--- config.mk ---
export PLATFORM = sky130hd
export DESIGN_NAME = led_matrix_command_engine
export DESIGN_NICKNAME = d
export VERILOG_FILES = /design/src/hdl/lmce_pkg.sv /design/src/hdl/lmce_seq.sv /design/src/hdl/lmce_datapath.sv /design/src/hdl/led_matrix_command_engine.sv
export SDC_FILE = /design/constraint.sdc
export NUM_CORES = 1
export LEC_CHECK = 0
export BUFFER_PORTS_ARGS = -buffer_cell sky130_fd_sc_hd__buf_2
export CAP_MARGIN = 20
export CORE_MARGIN = 4
export CORE_UTILIZATION = 45
export CTS_BUF_LIST = sky130_fd_sc_hd__clkbuf_8
export DETAILED_ROUTE_END_ITERATION = 16
export GPL_TIMING_DRIVEN = 0
export HOLD_SLACK_MARGIN = 0.02
export PLACE_DENSITY = 0.75
export SYNTH_ARGS = -nofsm -noshare
export SYNTH_HDL_FRONTEND = slang
export SYNTH_HIERARCHICAL = 1
export SYNTH_SLANG_ARGS = --single-unit
--- constraint.sdc ---
create_clock -name clk -period 2.5 [get_ports clk]
set_input_delay 0.375 -clock clk [delete_from_list [all_inputs] [get_ports clk]]
set_output_delay 0.375 -clock clk [all_outputs]
set_load 0.03 [all_outputs]
--- src/hdl/lmce_pkg.sv ---
`default_nettype none

package lmce_pkg;

  typedef struct packed {
    logic [2:0] action;
    logic [3:0] row_index;
    logic [3:0] column_index;
    logic [7:0] value;
  } lmce_in_t;

  typedef struct packed {
    logic [3:0] reg_addr;
    logic [7:0] reg_data;
    logic       last;
  } lmce_out_t;

  typedef enum logic [2:0] {
    ACT_PIXEL,
    ACT_ROW,
    ACT_COLUMN,
    ACT_CLEAR,
    ACT_INTENSITY,
    ACT_INIT
  } action_t;

  typedef enum logic [1:0] {OP_KEEP, OP_SET_BIT, OP_LOAD, OP_ZERO} row_op_t;
  typedef enum logic {RSEL_INPUT, RSEL_COUNT} row_sel_t;
  typedef enum logic {BSEL_NONZERO, BSEL_VALUE_BIT} bit_sel_t;
  typedef enum logic [1:0] {DSEL_ROW, DSEL_VALUE, DSEL_CONST} data_sel_t;
  typedef enum logic {ASEL_ROW, ASEL_CONST} addr_sel_t;
  typedef enum logic [1:0] {SEQ_NEXT, SEQ_LOOP, SEQ_END} seq_t;

  typedef logic [3:0] upc_t;

  localparam upc_t UPC_NONE       = 4'd0;
  localparam upc_t UPC_PIXEL      = 4'd1;
  localparam upc_t UPC_ROW        = 4'd2;
  localparam upc_t UPC_COLUMN     = 4'd3;
  localparam upc_t UPC_CLEAR      = 4'd4;
  localparam upc_t UPC_INTENSITY  = 4'd5;
  localparam upc_t UPC_INIT       = 4'd6;
  localparam upc_t UPC_INIT_SCAN  = 4'd7;
  localparam upc_t UPC_INIT_LEVEL = 4'd8;
  localparam upc_t UPC_INIT_TEST  = 4'd9;
  localparam upc_t UPC_INIT_LAST  = 4'd10;

  localparam logic [3:0] ADDR_DECODE    = 4'h9;
  localparam logic [3:0] ADDR_INTENSITY = 4'hA;
  localparam logic [3:0] ADDR_SCANLIMIT = 4'hB;
  localparam logic [3:0] ADDR_SHUTDOWN  = 4'hC;
  localparam logic [3:0] ADDR_TEST      = 4'hF;

  localparam logic [7:0] MAX_LEVEL      = 8'd15;
  localparam logic [2:0] ROW_LAST       = 3'd7;

  // One control word of the sequencer program.
  typedef struct packed {
    row_op_t    op;
    row_sel_t   rsel;
    bit_sel_t   bsel;
    data_sel_t  dsel;
    addr_sel_t  asel;
    logic [3:0] caddr;
    logic [7:0] cdata;
    seq_t       seq;
  } ucw_t;

  // Control from the sequencer to the datapath for the current step.
  typedef struct packed {
    logic       fire;
    row_op_t    op;
    logic [2:0] row;
    logic [2:0] col;
    logic       bit_on;
    data_sel_t  dsel;
    addr_sel_t  asel;
    logic [3:0] caddr;
    logic [7:0] cdata;
    logic [7:0] value;
    logic       last;
  } lmce_ctl_t;

  function automatic ucw_t ucode(upc_t pc);
    ucw_t w;
    w = '{op: OP_KEEP, rsel: RSEL_INPUT, bsel: BSEL_NONZERO, dsel: DSEL_ROW,
          asel: ASEL_ROW, caddr: 4'h0, cdata: 8'h00, seq: SEQ_END};
    case (pc)
      UPC_PIXEL: begin
        w.op = OP_SET_BIT;
      end
      UPC_ROW: begin
        w.op = OP_LOAD;
      end
      UPC_COLUMN: begin
        w.op   = OP_SET_BIT;
        w.rsel = RSEL_COUNT;
        w.bsel = BSEL_VALUE_BIT;
        w.seq  = SEQ_LOOP;
      end
      UPC_CLEAR: begin
        w.op   = OP_ZERO;
        w.rsel = RSEL_COUNT;
        w.seq  = SEQ_LOOP;
      end
      UPC_INTENSITY: begin
        w.dsel  = DSEL_VALUE;
        w.asel  = ASEL_CONST;
        w.caddr = ADDR_INTENSITY;
      end
      UPC_INIT: begin
        w.dsel = DSEL_CONST; w.asel = ASEL_CONST;
        w.caddr = ADDR_DECODE; w.cdata = 8'h00; w.seq = SEQ_NEXT;
      end
      UPC_INIT_SCAN: begin
        w.dsel = DSEL_CONST; w.asel = ASEL_CONST;
        w.caddr = ADDR_SCANLIMIT; w.cdata = 8'h07; w.seq = SEQ_NEXT;
      end
      UPC_INIT_LEVEL: begin
        w.dsel = DSEL_CONST; w.asel = ASEL_CONST;
        w.caddr = ADDR_INTENSITY; w.cdata = 8'h0F; w.seq = SEQ_NEXT;
      end
      UPC_INIT_TEST: begin
        w.dsel = DSEL_CONST; w.asel = ASEL_CONST;
        w.caddr = ADDR_TEST; w.cdata = 8'h00; w.seq = SEQ_NEXT;
      end
      UPC_INIT_LAST: begin
        w.dsel = DSEL_CONST; w.asel = ASEL_CONST;
        w.caddr = ADDR_SHUTDOWN; w.cdata = 8'h01;
      end
      default: begin
      end
    endcase
    return w;
  endfunction

  // Start address of the program for a command, or none if it writes nothing.
  function automatic upc_t entry_point(lmce_in_t w);
    upc_t pc;
    pc = UPC_NONE;
    case (w.action)
      ACT_PIXEL:     pc = (w.row_index[3] || w.column_index[3]) ? UPC_NONE : UPC_PIXEL;
      ACT_ROW:       pc = w.row_index[3] ? UPC_NONE : UPC_ROW;
      ACT_COLUMN:    pc = w.column_index[3] ? UPC_NONE : UPC_COLUMN;
      ACT_CLEAR:     pc = UPC_CLEAR;
      ACT_INTENSITY: pc = (w.value > MAX_LEVEL) ? UPC_NONE : UPC_INTENSITY;
      ACT_INIT:      pc = UPC_INIT;
      default:       pc = UPC_NONE;
    endcase
    return pc;
  endfunction

endpackage

`default_nettype wire

--- src/hdl/lmce_seq.sv ---
`default_nettype none

module lmce_seq
  import lmce_pkg::*;
(
  input  wire logic      clk,
  input  wire logic      rst_n,
  input  wire lmce_in_t  in_word,
  input  wire logic      in_valid,
  output logic           in_ready,
  input  wire logic      out_free,
  output lmce_ctl_t      ctl
);

  logic       busy_r, busy_nxt;
  upc_t       upc_r, upc_nxt;
  logic [2:0] cnt_r, cnt_nxt;
  lmce_in_t   cmd_r, cmd_nxt;
  ucw_t       ucw;
  logic       fire;
  logic       cnt_done;
  upc_t       entry;

  assign ucw      = ucode(upc_r);
  assign fire     = busy_r && out_free;
  assign cnt_done = (cnt_r == ROW_LAST);
  assign entry    = entry_point(in_word);
  assign in_ready = !busy_r;

  always_comb begin
    busy_nxt = busy_r;
    upc_nxt  = upc_r;
    cnt_nxt  = cnt_r;
    cmd_nxt  = cmd_r;
    if (in_valid && in_ready) begin
      cmd_nxt  = in_word;
      upc_nxt  = entry;
      busy_nxt = (entry != UPC_NONE);
      cnt_nxt  = '0;
    end else if (fire) begin
      case (ucw.seq)
        SEQ_NEXT: begin
          upc_nxt = upc_r + 4'd1;
        end
        SEQ_LOOP: begin
          if (cnt_done) begin
            busy_nxt = 1'b0;
          end else begin
            cnt_nxt = cnt_r + 3'd1;
          end
        end
        default: begin
          busy_nxt = 1'b0;
        end
      endcase
    end
  end

  always_ff @(posedge clk) begin
    if (!rst_n) begin
      busy_r <= 1'b0;
      upc_r  <= UPC_NONE;
      cnt_r  <= '0;
    end else begin
      busy_r <= busy_nxt;
      upc_r  <= upc_nxt;
      cnt_r  <= cnt_nxt;
    end
  end

  always_ff @(posedge clk) begin
    cmd_r <= cmd_nxt;
  end

  always_comb begin
    ctl.fire   = fire;
    ctl.op     = ucw.op;
    ctl.row    = (ucw.rsel == RSEL_COUNT) ? cnt_r : cmd_r.row_index[2:0];
    ctl.col    = cmd_r.column_index[2:0];
    ctl.bit_on = (ucw.bsel == BSEL_VALUE_BIT) ? cmd_r.value[cnt_r] : (|cmd_r.value);
    ctl.dsel   = ucw.dsel;
    ctl.asel   = ucw.asel;
    ctl.caddr  = ucw.caddr;
    ctl.cdata  = ucw.cdata;
    ctl.value  = cmd_r.value;
    ctl.last   = (ucw.seq == SEQ_END) || ((ucw.seq == SEQ_LOOP) && cnt_done);
  end

endmodule

`default_nettype wire

--- src/hdl/lmce_datapath.sv ---
`default_nettype none

module lmce_datapath
  import lmce_pkg::*;
(
  input  wire logic      clk,
  input  wire logic      rst_n,
  input  wire lmce_ctl_t ctl,
  output logic           out_free,
  output logic           out_valid,
  input  wire logic      out_ready,
  output lmce_out_t      out_word
);

  logic [7:0] rows_r [8];
  logic [7:0] rows_nxt [8];
  logic       out_valid_r, out_valid_nxt;
  lmce_out_t  out_word_r, out_word_nxt;
  logic [7:0] cur_row;
  logic [7:0] new_row;
  logic [7:0] mask;

  assign out_free  = !out_valid_r || out_ready;
  assign out_valid = out_valid_r;
  assign out_word  = out_word_r;

  always_comb begin
    cur_row = rows_r[ctl.row];
    mask    = 8'd1 << ctl.col;
    case (ctl.op)
      OP_SET_BIT: new_row = ctl.bit_on ? (cur_row | mask) : (cur_row & ~mask);
      OP_LOAD:    new_row = ctl.value;
      OP_ZERO:    new_row = 8'h00;
      default:    new_row = cur_row;
    endcase

    rows_nxt = rows_r;
    if (ctl.fire) begin
      rows_nxt[ctl.row] = new_row;
    end

    out_word_nxt = out_word_r;
    if (ctl.fire) begin
      out_word_nxt.reg_addr = (ctl.asel == ASEL_CONST) ? ctl.caddr
                                                       : ({1'b0, ctl.row} + 4'd1);
      case (ctl.dsel)
        DSEL_VALUE: out_word_nxt.reg_data = ctl.value;
        DSEL_CONST: out_word_nxt.reg_data = ctl.cdata;
        default:    out_word_nxt.reg_data = new_row;
      endcase
      out_word_nxt.last = ctl.last;
    end

    out_valid_nxt = ctl.fire || (out_valid_r && !out_ready);
  end

  always_ff @(posedge clk) begin
    if (!rst_n) begin
      rows_r      <= '{default: 8'h00};
      out_valid_r <= 1'b0;
    end else begin
      rows_r      <= rows_nxt;
      out_valid_r <= out_valid_nxt;
    end
  end

  always_ff @(posedge clk) begin
    out_word_r <= out_word_nxt;
  end

endmodule

`default_nettype wire

--- src/hdl/led_matrix_command_engine.sv ---
// Channel   Direction  Word         Handshake
// in_       input      lmce_in_t    in_valid / in_ready
// out_      output     lmce_out_t   out_valid / out_ready
//
// A command is taken while in_valid and in_ready are both high, then the sequencer steps once per register write.
// Pixel, row and intensity commands give one write, init five, column and clear eight.
// A command that writes nothing never makes the sequencer busy, so in_ready stays high.
// A stalled output holds the sequencer; a new command is taken once the last write
// of the previous one is in the output register. Reset is synchronous and clears the frame.
`default_nettype none

module led_matrix_command_engine
  import lmce_pkg::*;
(
  input  wire logic     clk,
  input  wire logic     rst_n,
  input  wire logic     in_valid,
  output logic          in_ready,
  input  wire lmce_in_t in_word,
  output logic          out_valid,
  input  wire logic     out_ready,
  output lmce_out_t     out_word
);

  lmce_ctl_t ctl;
  logic      out_free;

  lmce_seq u_seq (
    .clk      (clk),
    .rst_n    (rst_n),
    .in_word  (in_word),
    .in_valid (in_valid),
    .in_ready (in_ready),
    .out_free (out_free),
    .ctl      (ctl)
  );

  lmce_datapath u_datapath (
    .clk       (clk),
    .rst_n     (rst_n),
    .ctl       (ctl),
    .out_free  (out_free),
    .out_valid (out_valid),
    .out_ready (out_ready),
    .out_word  (out_word)
  );

endmodule

`default_nettype wire

==> impl_metrics.ini <==
[status]
status = finished with violations
violations = negative setup slack

[detailed_routing]
dr.pass1.iters = 5
vias = 4962
wl_met3_mm = 1.48
vias_per_cell = 6.35
routed_wl_mm = 16.8
drc = 0
drtIter0Drc = 503
avgRoutedWirePerCell_um = 21.5
detail-route-antenna-nets = 0
wl_met1_mm = 6.54
dr_wl_met2_mm = 7.93
dr.max_layer_used = met4

[synth]
yosysUniqueCellTypes = 77
netlist_top_cells_area = dfxtp_1 (28%), edfxtp_1 (15%), nand2_1 (6.8%)
ys_seq_elements = 100
ys_seq_area_share_pct = 43.0
synth_enable_flop_cells = 27
yosys.area.top_type = dfxtp_1
synthCells = 539
yosysTopAreaCellShare_pct = 27.7
synth_async_sr_flop_share_pct = 0
synth_warnings = 6
syn-mean-instance-area_um2 = 9.80
synthFlopType = dfxtp_1
syn_area_um2 = 5280

[setup_path]
r2r_start = u_seq/upc_r[0]
r2r-end = u_datapath/out_word[5]
cp.arrival_ns = 2.82
critPathLaunchType = register
path_class = register to register
cp_max_fo = 8
reg2reg_slack_ns = -0.20
endpoint_kind = register
ff2ff_path_depth = 11
cp.required_ns = 2.62

[timing]
slew_violations = 0
tightestPinTransition_ns = 0.726
relSlewSlack_pct = 51.4
finalCriticalPeriod_ns = 2.70
setup_viol = 72
finalSetupTns_ns = -9.16
fin_worst_skew_ns = 0.0154
grt_setup_unrepaired = yes
setup_ws_ns = -0.201
hold_viol_final = 0
fin_crit_sh_pct = 108
fmax_mhz = 370

[global_routing]
first_global_vias = 4580
grt_start_max_net_pins = 21
overflow = 0
grtUsageTotal_pct = 22.2
grt_pass1_wl_mm = 23.4
grt_antenna_before_repair = 0

[min_path]
hold_path_end = u_seq/ctl[26]
hold_path_class = input port to register
min_path_cells = 1
hold_path_startpoint = in_word[9]

[clocking]
hold_buffers = 0
path_clk_slew_ns = 0.09
cts_tree = built
numClockSinks = 100
h-tree-depth = 3
clock-root-buffer = clkbuf_8
clock_latency_ns = 0.38
cts_max_path_buffers = 2
cts_made_buffers = 9

[floorplanning]
die_h_um = 116
core_area_um2 = 11500
die_x_um = 116
initial_core_util_pct = 46.1
rows = 39
io_pins = 38
dieArea_um2 = 13500

[power_and_ir_drop]
power_density_nw_per_um2 = 535
p_leak_uw = 0.00257
irDropWorstVdd_uv = 298

[place]
dpl_cell_area_um2 = 5690
io_buffer_count = 37
routabilityCongestion = 0.912
dp_hpwl_mm = 9.95

[job]
max_cap_viol_count = 0

[finish]
fin_area_um2 = 7150
antennaDiodeCount = 0
drive_gt1_share_pct = 43.5
area_growth_pct = 35.4
final_nets = 666
fillers = 801
==> sequential cells by signal (all words and copies together) (netlist names) <==
name and count:
u_datapath/out_valid 1, u_datapath/out_word 13, u_datapath/rows_r 64, u_seq/busy_r 1, u_seq/cmd_r 3, u_seq/cnt_r 3, u_seq/ctl 11, u_seq/upc_r 4
==> critical path, cell delays in order (launching register included) <==
cell and delay [ns]:
dfxtp_4 0.37, inv_4 0.06, ha_4 0.16, nand2_4 0.06, a21o_4 0.23, mux2_4 0.35, buf_8 0.15, buf_12 0.14
mux4_2 0.33, mux2_4 0.30, a21oi_4 0.21, a21oi_2 0.08
==> synthesized netlist by cell type (all sizes together), types with 4 or more instances <==
| master | instances |
|---|---|
| buf | 33 |
| dfxtp | 73 |
| o22ai | 7 |
| o21ai | 34 |
| nand2b | 13 |
| a21oi | 23 |
| mux2i | 19 |
| mux2 | 6 |
| nor3 | 4 |
| a31oi | 9 |
| nor2b | 10 |
| o311ai | 4 |
| o31ai | 42 |
| a22oi | 5 |
| inv | 15 |
| o32ai | 6 |
| clkbuf | 7 |
| edfxtp | 27 |
| nand3 | 7 |
| nand2 | 95 |
| ha | 9 |
| mux4 | 6 |
| nor4 | 5 |
| nor2 | 25 |
==> routing by layer <==
layer | vias to the layer above | GRT usage [%]
met5 | - | 0
met4 | 0 | 9.51
met3 | 76 | 3.63
met2 | 284 | 36.4
met1 | 2411 | 29.1
li1 | 2191 | -
==> through the flow <==
step	util, %	cells	setup WS, ns	hold WS (ns)	total power, uW
finish	62.4	782	-0.201	0.178	3830
global route	62.4	782	-0.260	0.163	3940
CTS	57.0	769	-0.133	0.169	3650
detailed placement	49.6	722	-0.544	0.440	2400
global placement	49.6	722	-0.477	0.424	2390
floorplan	-	542	-0.0563	0.416	2220
==> kinds of logic (layout without fill, tap and decap cells) <==
family / Yosys count / in the layout / share of synthesized area, %
flops: 100 / 100 / 43.0
buf+inv: 56 / 153 / 6.70
xor+xnor: 4 / 4 / 0.663
simple gates: 179 / 179 / 17.5
mux: 31 / 31 / 7.65
fa+ha+maj: 9 / 9 / 2.13
compound gates: 159 / 159 / 22.2
other cells: 1 / 4 / 0.0710
==> worst max path at each step <==
stage	cells after the start	end	slack (ns)	start
2_1_floorplan	11	u_datapath/out_word[7]	-0.06	u_seq/upc_r[0]
3_3_place_gp	11	u_datapath/out_word[3]	-0.48	u_seq/upc_r[1]
3_5_place_dp	12	u_datapath/rows_r[45]	-0.54	u_seq/upc_r[1]
4_1_cts	11	u_datapath/out_word[5]	-0.13	u_seq/upc_r[0]
5_1_grt	8	u_datapath/rows_r[50]	-0.26	u_seq/ctl[2]
6_report	11	u_datapath/out_word[5]	-0.20	u_seq/upc_r[0]
==> what timing repair did <==
action,4_1_cts,5_1_grt
resized for setup,94,101
pin swaps,32,44
setup endpoints to repair,72,72
setup buffers,31,17
==> report_power, final <==
group / switching, uW / internal, uW
Sequential: 21.6 / 1710
Combinational: 583 / 369
Clock: 576 / 564
==> placed cells by master, fill, tap and decap left out, drive strengths merged, types with 4 or more instances in the layout <==
| master | Yosys | routed |
|---|---|---|
| o21ai | 34 | 34 |
| edfxtp | 27 | 27 |
| conb | 1 | 4 |
| nor2 | 25 | 25 |
| a22oi | 5 | 5 |
| nand2b | 13 | 13 |
| buf | 33 | 115 |
| a31oi | 9 | 9 |
| dfxtp | 73 | 73 |
| clkbuf | 7 | 15 |
| a21oi | 23 | 23 |
| nand3 | 7 | 7 |
| mux2 | 6 | 6 |
| ha | 9 | 9 |
| mux4 | 6 | 6 |
| nor2b | 10 | 10 |
| o22ai | 7 | 7 |
| nor3 | 4 | 4 |
| o32ai | 6 | 6 |
| inv | 15 | 19 |
| nor4 | 5 | 5 |
| o311ai | 4 | 4 |
| o31ai | 42 | 42 |
| mux2i | 19 | 19 |
| nand2 | 95 | 95 |
==> area by class of cell <==
class                      count  area [um^2]  area share, %
multi-input combinational    386         3450           48.2
sequential                   100         2280           31.9
timing repair buffer          82          623           8.71
buffer                        39          338           4.72
tap                          143          179           2.50
clock buffer                   9          124           1.73
clock inverter                 7         90.1           1.26
inverter                      16         65.1          0.909
No activity file was read; power rests on OpenSTA's default activity.
